File: config.mk
export PLATFORM = sky130hd
export DESIGN_NAME = fair_rw_lock_manager_top
export DESIGN_NICKNAME = d
export VERILOG_FILES = /design/src/rtl/frwl_pkg.sv /design/src/rtl/frwl_front.sv /design/src/rtl/frwl_back.sv /design/src/rtl/fair_rw_lock_manager_top.sv
export SDC_FILE = /design/constraint.sdc
export NUM_CORES = 2
export LEC_CHECK = 0
export ABC_AREA = 1
export BUFFER_PORTS_ARGS = -buffer_cell sky130_fd_sc_hd__buf_4
export CAP_MARGIN = 20
export CORE_UTILIZATION = 35
export DETAILED_ROUTE_END_ITERATION = 16
export PLACE_DENSITY = 0.51
export REMOVE_ABC_BUFFERS = 1
export SYNTH_ARGS = -nofsm -noshare
export SYNTH_HDL_FRONTEND = slang
export SYNTH_SLANG_ARGS = --single-unit
File: constraint.sdc
create_clock -name clk -period 11.4 [get_ports clk]
set_input_delay 1.71 -clock clk [delete_from_list [all_inputs] [get_ports clk]]
set_output_delay 1.71 -clock clk [all_outputs]
set_load 0.02 [all_outputs]
File: src/rtl/frwl_pkg.sv
// ----------------------------------------------------------------------------
// frwl_pkg
// Shared types and codes of the reader/writer lock manager.
// ----------------------------------------------------------------------------
package frwl_pkg;

	typedef enum logic [2:0] {
		OP_ACQ_SH  = 3'd0,
		OP_ACQ_EX  = 3'd1,
		OP_REL_SH  = 3'd2,
		OP_REL_EX  = 3'd3,
		OP_REL_ANY = 3'd4,
		OP_DOWN    = 3'd5
	} op_t;

	typedef enum logic [2:0] {
		ST_GRANTED  = 3'd0,
		ST_QUEUED   = 3'd1,
		ST_RELEASED = 3'd2,
		ST_QFULL    = 3'd3,
		ST_TFULL    = 3'd4,
		ST_NOT_EX   = 3'd5,
		ST_UNKNOWN  = 3'd6
	} status_t;

	localparam logic [4:0] READER_MAX = 5'd31;
	localparam int         MAX_GRANTS = 8;

	// Classified request passed from front to back.
	typedef struct packed {
		logic [2:0]  opcode;
		logic [71:0] key;
		logic [3:0]  requester;
	} req_t;

	// Result word.
	typedef struct packed {
		logic [3:0] client;
		logic [2:0] status;
		logic       grant_mode;
		logic       last;
	} rsp_t;

endpackage

File: src/rtl/frwl_front.sv
// ----------------------------------------------------------------------------
// frwl_front
// Accepts requests, drops undefined opcodes and queues the rest.
// ----------------------------------------------------------------------------
module frwl_front (
	input  logic                 clk,
	input  logic                 arst_n,
	input  logic                 in_valid,
	output logic                 in_stall,
	input  logic [2:0]           opcode,
	input  logic [7:0]           store_id,
	input  logic [63:0]          resource_id,
	input  logic [3:0]           requester,
	output logic                 req_valid,
	input  logic                 req_take,
	output frwl_pkg::req_t       req
);
	frwl_pkg::req_t fifo_q [2];
	logic           wr_ptr_q, rd_ptr_q;
	logic [1:0]     cnt_q;
	logic           push, pop;

	assign in_stall  = (cnt_q == 2'd2);
	assign push      = in_valid && !in_stall && (opcode <= frwl_pkg::OP_DOWN);
	assign req_valid = (cnt_q != 2'd0);
	assign pop       = req_valid && req_take;
	assign req       = fifo_q[rd_ptr_q];

	always_ff @(posedge clk) begin
		if (push) begin
			fifo_q[wr_ptr_q] <= '{opcode: opcode, key: {store_id, resource_id},
				requester: requester};
		end
	end

	always_ff @(posedge clk or negedge arst_n) begin
		if (!arst_n) begin
			wr_ptr_q <= 1'b0;
			rd_ptr_q <= 1'b0;
			cnt_q    <= 2'd0;
		end else begin
			if (push) wr_ptr_q <= ~wr_ptr_q;
			if (pop)  rd_ptr_q <= ~rd_ptr_q;
			cnt_q <= cnt_q + {1'b0, push} - {1'b0, pop};
		end
	end
endmodule

File: src/rtl/frwl_back.sv
// ----------------------------------------------------------------------------
// frwl_back
// Looks up the lock table, applies the request and serves waiters one grant
// at a time, each through a queue slot read and an update; each word is held
// until the next one shows whether it is the last of its request.
// ----------------------------------------------------------------------------
module frwl_back #(
	parameter int LOCK_ENTRIES = 16,
	parameter int QUEUE_DEPTH  = 8
) (
	input  logic           clk,
	input  logic           arst_n,
	input  logic           req_valid,
	output logic           req_take,
	input  frwl_pkg::req_t req,
	output logic           out_valid,
	input  logic           out_stall,
	output frwl_pkg::rsp_t rsp
);
	localparam int EW = (LOCK_ENTRIES > 1) ? $clog2(LOCK_ENTRIES) : 1;
	localparam int QW = (QUEUE_DEPTH > 1) ? $clog2(QUEUE_DEPTH) : 1;
	localparam int CW = $clog2(QUEUE_DEPTH + 1);
	localparam int GW = $clog2(frwl_pkg::MAX_GRANTS + 1);
	localparam int AW = (LOCK_ENTRIES * QUEUE_DEPTH > 1) ?
		$clog2(LOCK_ENTRIES * QUEUE_DEPTH) : 1;

	typedef enum logic [2:0] {S_IDLE, S_LOOK, S_EXEC, S_SERVE, S_RD, S_SEND} state_t;

	logic [71:0]     key_q    [LOCK_ENTRIES];
	logic            vld_q    [LOCK_ENTRIES];
	logic [4:0]      rd_cnt_q [LOCK_ENTRIES];
	logic            wr_q     [LOCK_ENTRIES];
	logic [QW-1:0]   head_q   [LOCK_ENTRIES];
	logic [CW-1:0]   wcnt_q   [LOCK_ENTRIES];
	logic [4:0]      wmem     [LOCK_ENTRIES*QUEUE_DEPTH];

	state_t          state_q;
	frwl_pkg::req_t  cur_q;
	logic [EW-1:0]   ent_q;
	logic            hit_q;
	logic [4:0]      slot_q;
	logic [GW-1:0]   gcnt_q;
	logic            out_valid_q;
	frwl_pkg::rsp_t  rsp_q;
	frwl_pkg::rsp_t  pend_q;

	logic [EW-1:0]   hit_idx, free_idx;
	logic            hit, free_any;
	logic            is_acq;
	logic [QW-1:0]   tail;
	logic [QW:0]     tail_sum;
	logic [AW-1:0]   wr_addr, hd_addr;
	logic            wmem_we;
	logic [4:0]      wmem_wd;
	logic            out_free;
	logic            load;
	logic [4:0]      rc;
	logic            wh;
	logic [CW-1:0]   wc;
	logic            sh_grant, ex_grant;
	logic            serve_stop;

	assign is_acq = (cur_q.opcode == frwl_pkg::OP_ACQ_SH) ||
		(cur_q.opcode == frwl_pkg::OP_ACQ_EX);

	always_comb begin
		hit = 1'b0; hit_idx = '0; free_any = 1'b0; free_idx = '0;
		for (int i = LOCK_ENTRIES - 1; i >= 0; i--) begin
			if (vld_q[i] && key_q[i] == cur_q.key) begin
				hit = 1'b1; hit_idx = EW'(i);
			end
			if (!vld_q[i]) begin
				free_any = 1'b1; free_idx = EW'(i);
			end
		end
	end

	always_comb begin
		tail_sum = {1'b0, head_q[ent_q]} + (QW+1)'(wcnt_q[ent_q]);
		tail = (tail_sum >= (QW+1)'(QUEUE_DEPTH)) ?
			QW'(tail_sum - (QW+1)'(QUEUE_DEPTH)) : QW'(tail_sum);
	end

	assign wr_addr = AW'(ent_q * QUEUE_DEPTH + tail);
	assign hd_addr = AW'(ent_q * QUEUE_DEPTH + head_q[ent_q]);

	always_ff @(posedge clk) begin
		if (wmem_we) wmem[wr_addr] <= wmem_wd;
		slot_q <= wmem[hd_addr];
	end

	assign out_free  = !out_valid_q || !out_stall;
	assign load      = out_free && (state_q == S_SEND || state_q == S_SERVE);
	assign out_valid = out_valid_q;
	assign rsp       = rsp_q;
	assign req_take  = (state_q == S_IDLE);

	always_comb begin
		rc = rd_cnt_q[ent_q];
		wh = wr_q[ent_q];
		wc = wcnt_q[ent_q];
		sh_grant = (cur_q.opcode == frwl_pkg::OP_ACQ_SH) && !wh && wc == '0 &&
			rc < frwl_pkg::READER_MAX;
		ex_grant = (cur_q.opcode == frwl_pkg::OP_ACQ_EX) && !wh && wc == '0 &&
			rc == '0;
		wmem_we = (state_q == S_EXEC) && hit_q && is_acq && !sh_grant && !ex_grant &&
			(wc < CW'(QUEUE_DEPTH));
		wmem_wd = {cur_q.requester, cur_q.opcode[0]};
		serve_stop = (wc == '0) || (gcnt_q == GW'(frwl_pkg::MAX_GRANTS)) ||
			(slot_q[0] && (rc != '0 || wh)) ||
			(!slot_q[0] && (wh || rc >= frwl_pkg::READER_MAX));
	end

	always_ff @(posedge clk) begin
		for (int i = 0; i < LOCK_ENTRIES; i++) begin
			if (state_q == S_LOOK && !hit && free_any && free_idx == EW'(i) && is_acq) begin
				key_q[i] <= cur_q.key;
			end
		end
	end

	always_ff @(posedge clk or negedge arst_n) begin
		if (!arst_n) begin
			state_q     <= S_IDLE;
			out_valid_q <= 1'b0;
			hit_q       <= 1'b0;
			ent_q       <= '0;
			gcnt_q      <= '0;
			cur_q       <= '0;
			rsp_q       <= '0;
			pend_q      <= '0;
			for (int i = 0; i < LOCK_ENTRIES; i++) begin
				vld_q[i] <= 1'b0; rd_cnt_q[i] <= '0; wr_q[i] <= 1'b0;
				head_q[i] <= '0; wcnt_q[i] <= '0;
			end
		end else begin
			out_valid_q <= load || (out_valid_q && out_stall);
			if (load) begin
				rsp_q.client     <= pend_q.client;
				rsp_q.status     <= pend_q.status;
				rsp_q.grant_mode <= pend_q.grant_mode;
				rsp_q.last       <= (state_q == S_SEND) || serve_stop;
			end
			case (state_q)
				S_IDLE: begin
					if (req_valid) begin
						cur_q   <= req;
						state_q <= S_LOOK;
					end
				end
				S_LOOK: begin
					if (hit) begin
						hit_q <= 1'b1; ent_q <= hit_idx;
					end else if (free_any && is_acq) begin
						hit_q <= 1'b1; ent_q <= free_idx;
						vld_q[free_idx] <= 1'b1; rd_cnt_q[free_idx] <= '0;
						wr_q[free_idx] <= 1'b0; head_q[free_idx] <= '0;
						wcnt_q[free_idx] <= '0;
					end else begin
						hit_q <= 1'b0;
					end
					state_q <= S_EXEC;
				end
				S_EXEC: begin
					pend_q.client     <= cur_q.requester;
					pend_q.grant_mode <= hit_q && ex_grant;
					pend_q.last       <= 1'b0;
					gcnt_q            <= '0;
					state_q <= (hit_q && !is_acq && wc != '0) ? S_RD : S_SEND;
					if (!hit_q) begin
						pend_q.status <= is_acq ? frwl_pkg::ST_TFULL : frwl_pkg::ST_UNKNOWN;
					end else if (sh_grant) begin
						rd_cnt_q[ent_q] <= rc + 5'd1;
						pend_q.status <= frwl_pkg::ST_GRANTED;
					end else if (ex_grant) begin
						wr_q[ent_q] <= 1'b1;
						pend_q.status <= frwl_pkg::ST_GRANTED;
					end else if (is_acq) begin
						if (wmem_we) begin
							wcnt_q[ent_q] <= wc + CW'(1);
							pend_q.status <= frwl_pkg::ST_QUEUED;
						end else begin
							pend_q.status <= frwl_pkg::ST_QFULL;
						end
					end else begin
						case (cur_q.opcode)
							frwl_pkg::OP_REL_SH: begin
								if (rc != '0) rd_cnt_q[ent_q] <= rc - 5'd1;
								pend_q.status <= frwl_pkg::ST_RELEASED;
							end
							frwl_pkg::OP_REL_EX: begin
								wr_q[ent_q] <= 1'b0;
								pend_q.status <= frwl_pkg::ST_RELEASED;
							end
							frwl_pkg::OP_REL_ANY: begin
								if (wh && rc != '0) begin
									wr_q[ent_q] <= 1'b0; rd_cnt_q[ent_q] <= '0;
								end else if (wh) begin
									wr_q[ent_q] <= 1'b0;
								end else if (rc != '0) begin
									rd_cnt_q[ent_q] <= rc - 5'd1;
								end
								pend_q.status <= frwl_pkg::ST_RELEASED;
							end
							default: begin
								if (wh) begin
									wr_q[ent_q] <= 1'b0;
									if (rc < frwl_pkg::READER_MAX)
										rd_cnt_q[ent_q] <= rc + 5'd1;
									pend_q.status <= frwl_pkg::ST_GRANTED;
								end else begin
									pend_q.status <= frwl_pkg::ST_NOT_EX;
								end
							end
						endcase
					end
				end
				S_RD: begin
					state_q <= S_SERVE;
				end
				S_SEND: begin
					if (out_free) state_q <= S_IDLE;
				end
				S_SERVE: begin
					if (out_free) begin
						if (serve_stop) begin
							state_q <= S_IDLE;
						end else begin
							if (slot_q[0]) wr_q[ent_q] <= 1'b1;
							else rd_cnt_q[ent_q] <= rc + 5'd1;
							head_q[ent_q] <= (head_q[ent_q] == QW'(QUEUE_DEPTH - 1)) ? '0
								: head_q[ent_q] + QW'(1);
							wcnt_q[ent_q] <= wc - CW'(1);
							gcnt_q <= gcnt_q + GW'(1);
							pend_q.client     <= slot_q[4:1];
							pend_q.status     <= frwl_pkg::ST_GRANTED;
							pend_q.grant_mode <= slot_q[0];
							state_q <= S_RD;
						end
					end
				end
				default: state_q <= S_IDLE;
			endcase
		end
	end
endmodule

File: src/rtl/fair_rw_lock_manager_top.sv
// ----------------------------------------------------------------------------
// fair_rw_lock_manager_top
// Reader/writer lock manager with FIFO-fair waiter queues.
// ----------------------------------------------------------------------------
// Requests enter on in_valid/in_stall; results leave on out_valid/out_stall.
// A word is taken on a clock edge with valid high and stall low.
// A two-entry request queue lets the front accept while the back works.
// Each request yields a reply, then after a release or downgrade zero or more
// grants to waiters; last marks the final word of a request.
// With the back end idle, a request passes the queue, lookup, update and
// output steps before out_valid rises; a release or downgrade that finds
// waiters also reads a queue slot before its reply.
// Each waiter grant adds a queue slot read and an update.
// The back end takes one request at a time and no new one until the last is
// done, as its lookup, update and output steps are serial.
// Undefined opcodes are dropped and give no result.
// Reset clears all locks, counts and queues at once.
// A stalled receiver holds the output word and freezes the back end; the
// front queue fills and then raises in_stall.
// ----------------------------------------------------------------------------
module fair_rw_lock_manager_top #(
	parameter int LOCK_ENTRIES = 16,
	parameter int QUEUE_DEPTH  = 8
) (
	input  logic        clk,
	input  logic        arst_n,
	input  logic        in_valid,
	output logic        in_stall,
	input  logic [2:0]  opcode,
	input  logic [7:0]  store_id,
	input  logic [63:0] resource_id,
	input  logic [3:0]  requester,
	output logic        out_valid,
	input  logic        out_stall,
	output logic [3:0]  client,
	output logic [2:0]  status,
	output logic        grant_mode,
	output logic        last
);
	logic           req_valid, req_take;
	frwl_pkg::req_t req;
	frwl_pkg::rsp_t rsp;

	frwl_front u_front (
		.clk, .arst_n, .in_valid, .in_stall,
		.opcode, .store_id, .resource_id, .requester,
		.req_valid, .req_take, .req
	);

	frwl_back #(.LOCK_ENTRIES(LOCK_ENTRIES), .QUEUE_DEPTH(QUEUE_DEPTH)) u_back (
		.clk, .arst_n, .req_valid, .req_take, .req,
		.out_valid, .out_stall, .rsp
	);

	assign client     = rsp.client;
	assign status     = rsp.status;
	assign grant_mode = rsp.grant_mode;
	assign last       = rsp.last;
endmodule

## Word level (Yosys, flattened, before mapping)

Memories as Yosys holds them, arrays and structs flattened. A register that Yosys moved wholly into a read port is not among the register bits.
Cells that the tools add are included.

| storage, ports and cells | value |
|---|---|
| flip-flop bits (word level) | 258 |
| latch bits | 0 |
| RAM bits | 1950 |
| ROM bits | 0 |
| memories kept | 3 |

| cells by class | value |
|---|---|
| $add $sub $neg | 12 |
| multipliers | 0 |
| div/mod/pow operators | 0 |
| order comparisons | 9 |
| equal/unequal tests | 64 |
| shifts and indexed selects | 0 |
| muxes and demuxes | 248 |
| bitwise gates (word level) | 19 |
| reductions and logical operators | 132 |

Memory list:

| name | words | width | rd ports | clocked after memory_dff | wr ports | RTL line | source |
|---|---|---|---|---|---|---|---|
| u_back.key_q | 16 | 72 | 16 | 0 | 1 | frwl_back.sv:29 | `logic [71:0] key_q [LOCK_ENTRIES];` |
| u_back.wmem | 128 | 5 | 1 | 1 | 1 | frwl_back.sv:35 | `logic [4:0] wmem [LOCK_ENTRIES*QUEUE_DEPTH];` |
| u_front.fifo_q | 2 | 79 | 1 | 1 | 1 | frwl_front.sv:18 | `frwl_pkg::req_t fifo_q [2];` |

Operator list:

| operator | number |
|---|---|
| == test 72 bit | 16 |
| two-way mux 80 bit | 14 |
| two-way mux 72 bit | 15 |
| OR reduction 72 bit | 15 |
| two-way mux 64 bit | 9 |
| one-hot mux 80 bit (3 select lines) | 2 |
| two-way mux 4 bit | 55 |
| two-way mux 48 bit | 4 |
| one-hot mux 64 bit (3 select lines) | 1 |
| two-way mux 16 bit | 11 |
| AND 80 bit | 2 |
| bitwise mux 80 bit | 2 |
| inverter 80 bit | 2 |
| bitwise mux 64 bit | 2 |
| one-hot mux 16 bit (3 select lines) | 2 |
| one-hot mux 48 bit (2 select lines) | 1 |
| two-way mux 1 bit | 90 |
| logical AND 1 bit | 75 |
| AND 64 bit | 1 |
| inverter 64 bit | 1 |
| AND 48 bit | 1 |
| bitwise mux 48 bit | 1 |
| two-way mux 3 bit | 16 |
| inverter 48 bit | 1 |
| other kinds (64) | 145 |

## Depth between registers and ports, before layout

An unclocked memory read counts as a cell.

| logic depth | value |
|---|---|
| depth after elaboration | 42 |
| gate-level depth with buffers | 28 |

## By module

From an unflattened synthesis, not the netlist that was laid out.

| unflattened totals | value |
|---|---|
| cell total of the unflattened synthesis | 9310 |
| area total of the unflattened synthesis | 101735.1 um^2 |

By module, submodules not included:

| module | instances | cells each | area an instance (um^2) | sequential area each (um^2) |
|---|---|---|---|---|
| frwl_back | 1 | 8864 | 95695.5 | 62244.7 |
| frwl_front | 1 | 446 | 6039.5 | 4844.6 |

## Least setup slack after synthesis

Ideal clock, no wire load.

| timing | value |
|---|---|
| kind | reg-to-reg |
| start | reg u_back.cur_q[66] (netlist name) |
| end | mem u_back.key_q[0][0] (enable) |
| library setup time | 0.503 ns |
| data arrival time | 5.667 ns |
| data required time | 10.897 ns |
| path slack | 5.230 ns |
| cell stages (with the launch flop) | 19 |
| buffers on the path | 4 |
| clock period less this slack | 6.170 ns |
| cells stage by stage | dfrtp_1 buf_2 clkinv_1 clkbuf_1 o21ai_0 nor2_1 nand2_1 nor2_1 nand2_1 nor2_1 nand3_1 nand2_1 nor2_1 nand2_1 nor2_2 nand2_1 clkbuf_1 clkbuf_1 nor2_1 |

| between the ends | value |
|---|---|
| word-level cells in the longest chain between the ends | 41 |
| elaborated cells between the ends (all ways) | 160 |
| classes of those cells | eq/ne: 16; mux: 78; reduce/logical: 66 |

RTL lines:

| item | RTL line | source |
|---|---|---|
| start, declared | frwl_back.sv:38 | `frwl_pkg::req_t cur_q;` |
| start signal, assigned | frwl_back.sv:147 | `cur_q <= req;` |
| == test 72 bit | frwl_back.sv:69 | `if (vld_q[i] && key_q[i] == cur_q.key) begin` |
| logical AND 1 bit | frwl_back.sv:69 |  |
| two-way mux 1 bit (15 in series) | frwl_back.sv:69 |  |
| two-way mux 1 bit (*) | frwl_back.sv:69 |  |
| logical NOT 1 bit (*) | frwl_back.sv:116 | `if (state_q == S_LOOK && !hit && free_any && free_idx == EW'(i) && is_acq) begin` |
| logical AND 1 bit (*) (2 in series) | frwl_back.sv:116 |  |
| logical AND 1 bit (2 in series) | frwl_back.sv:116 |  |
| two-way mux 1 bit | frwl_back.sv:116 |  |
| two-way mux 1 bit (implied by the code) | frwl_back.sv:117 | `key_q[i] <= cur_q.key;` |
| OR reduction 72 bit (no source line) | n/a |  |
| two-way mux 4 bit (no source line) / two-way mux 1 bit (equally long branches) (15 in series) | n/a |  |
| end, declared | frwl_back.sv:29 |  |

Every way passes the cells marked *; elsewhere a longest branch is shown, timed or not.

## Worst setup path after layout

| timing | value |
|---|---|
| start | reg u_back.ent_q[0] |
| end | reg u_back.wcnt_q[59] (netlist name) |

| between the ends | value |
|---|---|
| word-level cells in the longest chain between the ends | 14 |
| elaborated cells between the ends (all ways) | 57 |
| classes of those cells | add/sub: 2; order compare: 5; eq/ne: 4; mux: 21; bitwise: 1; reduce/logical: 24 |

RTL lines:

| item | RTL line | source |
|---|---|---|
| start, declared | frwl_back.sv:39 | `logic [EW-1:0] ent_q;` |
| start signal, assigned | frwl_back.sv:127 | `ent_q <= '0;` |
| start signal, assigned | frwl_back.sv:153 | `hit_q <= 1'b1; ent_q <= hit_idx;` |
| start signal, assigned | frwl_back.sv:155 | `hit_q <= 1'b1; ent_q <= free_idx;` |
| inverter 4 -> 5 bit (implied by the code) (*) | n/a |  |
| branches (longest 13 deep; another with adder 4 x 1 -> 4 bit) | n/a |  |
| end signal, assigned by index | frwl_back.sv:180 | `wcnt_q[ent_q] <= wc + CW'(1);` |
| end signal, assigned by index | frwl_back.sv:233 | `wcnt_q[ent_q] <= wc - CW'(1);` |
| end, declared | frwl_back.sv:34 | `logic [CW-1:0] wcnt_q [LOCK_ENTRIES];` |

Every way passes the cells marked *. The select of a mux whose other input is x is not followed.
A chain may end at the register's enable or synchronous reset.

==> impl_metrics.toml <==
[placed_design]
post-place-ws_ps = 4460
gp_congestion = 0.978
place.port_buffers = 93
place_inst = 13253
hpwl_mm = 252

[sta]
rsz0062_at_grt = "false"
setup_violations = 0
clock.fmax_ghz = 0.146
period_share_pct = 60.0
finalMaxSlewViolations = 0
slew_headroom_pct = 19.2
layout_setup_ws_ps = 4560
tns_ps = 0
tightestPinTransition_ps = 1210
hold_viol = 0
finClkSkew_ps = 101
period_needed_ps = 6840

[routing]
dr.pass1.iters = 7
routedWlPerCell_microns = 29.4
wl_mm = 404
ant_nets = 0
vias = 79434
via_per_inst = 5.79
drc_errors = 0
drt_iter0_drc = 12389

[global_route]
overflow = 0
grt_pass1_vias = 74863
grt_use_total_pct = 26.8
grt_first_pass_wirelength_mm = 565
grt_max_degree = 152
antenna_found_initial = 46

[floorplan]
die_w_microns = 543
initial_core_util_pct = 35.2
ios = 94
die_height_microns = 543
dieArea_sq_um = 294000
fp-row-count = 198
core_area_sq_um = 291000

[clock_network]
holdBufCountCts = 0
cts_setup_buffers = 0
cts_root_buf = "clkbuf_16"
ctsResizeCount = 0
cts.htree.levels = 4
cts_sinks = 2292
path_clk_slew_ps = 70
insertion_delay_ps = 970
cts_max_path_buffers = 4
cts_inserted_buffers = 245
cts_tree = "built"

[flow_run]
drv_cap = 0

[finish]
fillers = 28018
stdcell_count = 13729
post-route-util_pct = 39.9
drive_gt1_share_pct = 9.10
area_growth_pct = 13.5
nets = 9698

[synthesis]
syn-mean-instance-area_sq_um = 10.8
ys.flop_type = "edfxtp_1"
synth_commonest_cells = "edfxtp_1, nand2_1, nor2_1"
synth-seq-cells = 2292
synth-seq-area-share_pct = 65.6
synthTopCellsByArea = "edfxtp_1, dfrtp_1, nand2_1"
netlist.area_leader.share_pct = 57.2
async_flop_share_pct = 14.7
yosysTopAreaCell = "edfxtp_1"
yosysWarnings = 0
synth_cells = 9512
synth_cell_type_count = 54
synth.most_common_cell = "edfxtp_1"
synth_edf_count = 1950
synth_area_sq_um = 102000

[pwr]
power_density_nw_per_um2 = 315
ir_drop_v = 0.000302
cellLeakagePower_nw = 41.7

[setup_path]
cp-start-kind = "flop"
crit_path_end_kind = "flop"
crit_required_ps = 12190
worstPathArrival_ps = 7630
critical_path_class = "flop to flop"
worstPathMaxFanout = 49

[outcome]
status = "complete, no violations"

[min_path]
hold_class = "flop to flop"
==> kinds of logic after synthesis <==
group / synth area share, %
compound gates: 12.6
xor+xnor: 2.79
flops: 65.6
simple gates: 14.5
fa+ha+maj: 0.166
buf+inv: 4.34
==> where the power goes <==
| group | total, mW | internal, mW | switching (mW) |
|---|---|---|---|
| logic | 16.9 | 3.73 | 13.2 |
| clock network | 8.07 | 4.61 | 3.46 |
| registers | 11.6 | 10.9 | 0.759 |
| total | 36.6 | 19.2 | 17.4 |
==> cell usage in the layout (no fill, tap or decap), types with 12 or more instances in the layout <==
cell          n
inv_2        24
o31ai_1      89
inv_1       551
buf_4       369
nand4_1     116
clkinv_2     43
a31oi_1      22
clkbuf_1     74
o21a_1       14
xor2_1      107
a21oi_1     146
xnor2_1     216
ha_1         12
o2111ai_1    18
diode_2      17
o22ai_1     254
o211ai_1     58
nor4_1       63
dfrtp_2      21
o32ai_1      12
nand3_1     327
a221oi_1     62
a22oi_1      38
clkbuf_16   247
nor2_1     1269
or2_2        65
nor2_4       23
a22o_1       78
o221ai_1    160
o21ai_0    1069
clkinv_1     66
o21ai_1      34
nor3_1       45
dfrtp_1     310
nand2_1    1669
edfxtp_1   1950
bufinv_16    24
a211oi_1     33
clkbuf_8     13
==> metrics by stage <==
step / power [mW] / hold slack [ps] / cell area, sq um
2_1_floorplan: 20.1 / 440 / 100000
3_3_place_gp: 28.1 / 455 / 108000
3_5_place_dp: 28.2 / 459 / 108000
4_1_cts: 36.3 / 474 / 116000
5_1_grt: 37.9 / 501 / 116000
6_report: 36.6 / 471 / 116000
==> final cells by class <==
| type | instances | area [sq um] | share of cell area [%] |
|---|---|---|---|
| antenna | 17 | 42.5 | 0.0366 |
| clock buffer | 334 | 6640 | 5.71 |
| clock inverter | 123 | 1330 | 1.15 |
| inverter | 603 | 2270 | 1.96 |
| multi-input combinational | 6088 | 31000 | 26.7 |
| sequential | 2292 | 67100 | 57.8 |
| tap | 3900 | 4880 | 4.20 |
| timing repair buffer | 372 | 2830 | 2.43 |
==> per-layer routing <==
metal	up-vias	track usage, %	part of all wire, %
met5	-	0.0822	0.013
met4	8	12.8	5.4
met3	919	5.09	10
met2	4860	40.5	44
met1	39639	36.9	41
li1	34008	-	-
==> worst paths after layout <==
path                                              from                            end  slack (ps)  cells after the start
setup / recovery           u_back.ent_q[0]$_DFFE_PN0P_  u_back.wcnt_q[59]$_DFFE_PN0P_        4560                     26
max in group asynchronous                       arst_n   u_back.cur_q[12]$_DFFE_PN0P_        8080                      3
hold reg to reg               u_back.slot_q[4]$_DFF_P_   u_back.pend_q[8]$_DFFE_PN0P_         470                      2
hold / removal                u_back.slot_q[4]$_DFF_P_   u_back.pend_q[8]$_DFFE_PN0P_         470                      2
min in group asynchronous                       arst_n      u_back.rsp[6]$_DFFE_PN0P_         860                      1
setup reg to reg           u_back.ent_q[0]$_DFFE_PN0P_  u_back.wcnt_q[59]$_DFFE_PN0P_        4560                     26
==> worst max-delay path: stages, from the launching register on <==
cell     delay (ps)
dfrtp_1         450
inv_2            90
nor2_4           80
buf_4           510
inv_2           160
buf_4           310
o22ai_1         170
o21ai_0         120
nand2_1         100
nand2_1          70
nand3_2         340
ha_1            250
inv_1            50
nor2_1          200
nand3_2          80
buf_4           330
o21ai_1         200
nand3_1         170
nand2_1         470
nand2_1         200
nor2_4          650
nand2_2         560
inv_2           570
buf_12          280
nand3_1         100
nand2_1          80
inv_1            40
==> registers in the layout, summed over array words and instances (netlist names), 8 cells and up <==
signal and flops:
u_back.vld_q 16, u_back.rd_cnt_q 80, u_back.cur_q 79, u_back.wmem 640, u_front.fifo_q 158, u_back.rsp 9
u_back.key_q 1152, u_back.wcnt_q 64, u_back.wr_q 16, u_back.head_q 48, u_back.pend_q 8
(Power assumes the default switching activity.)
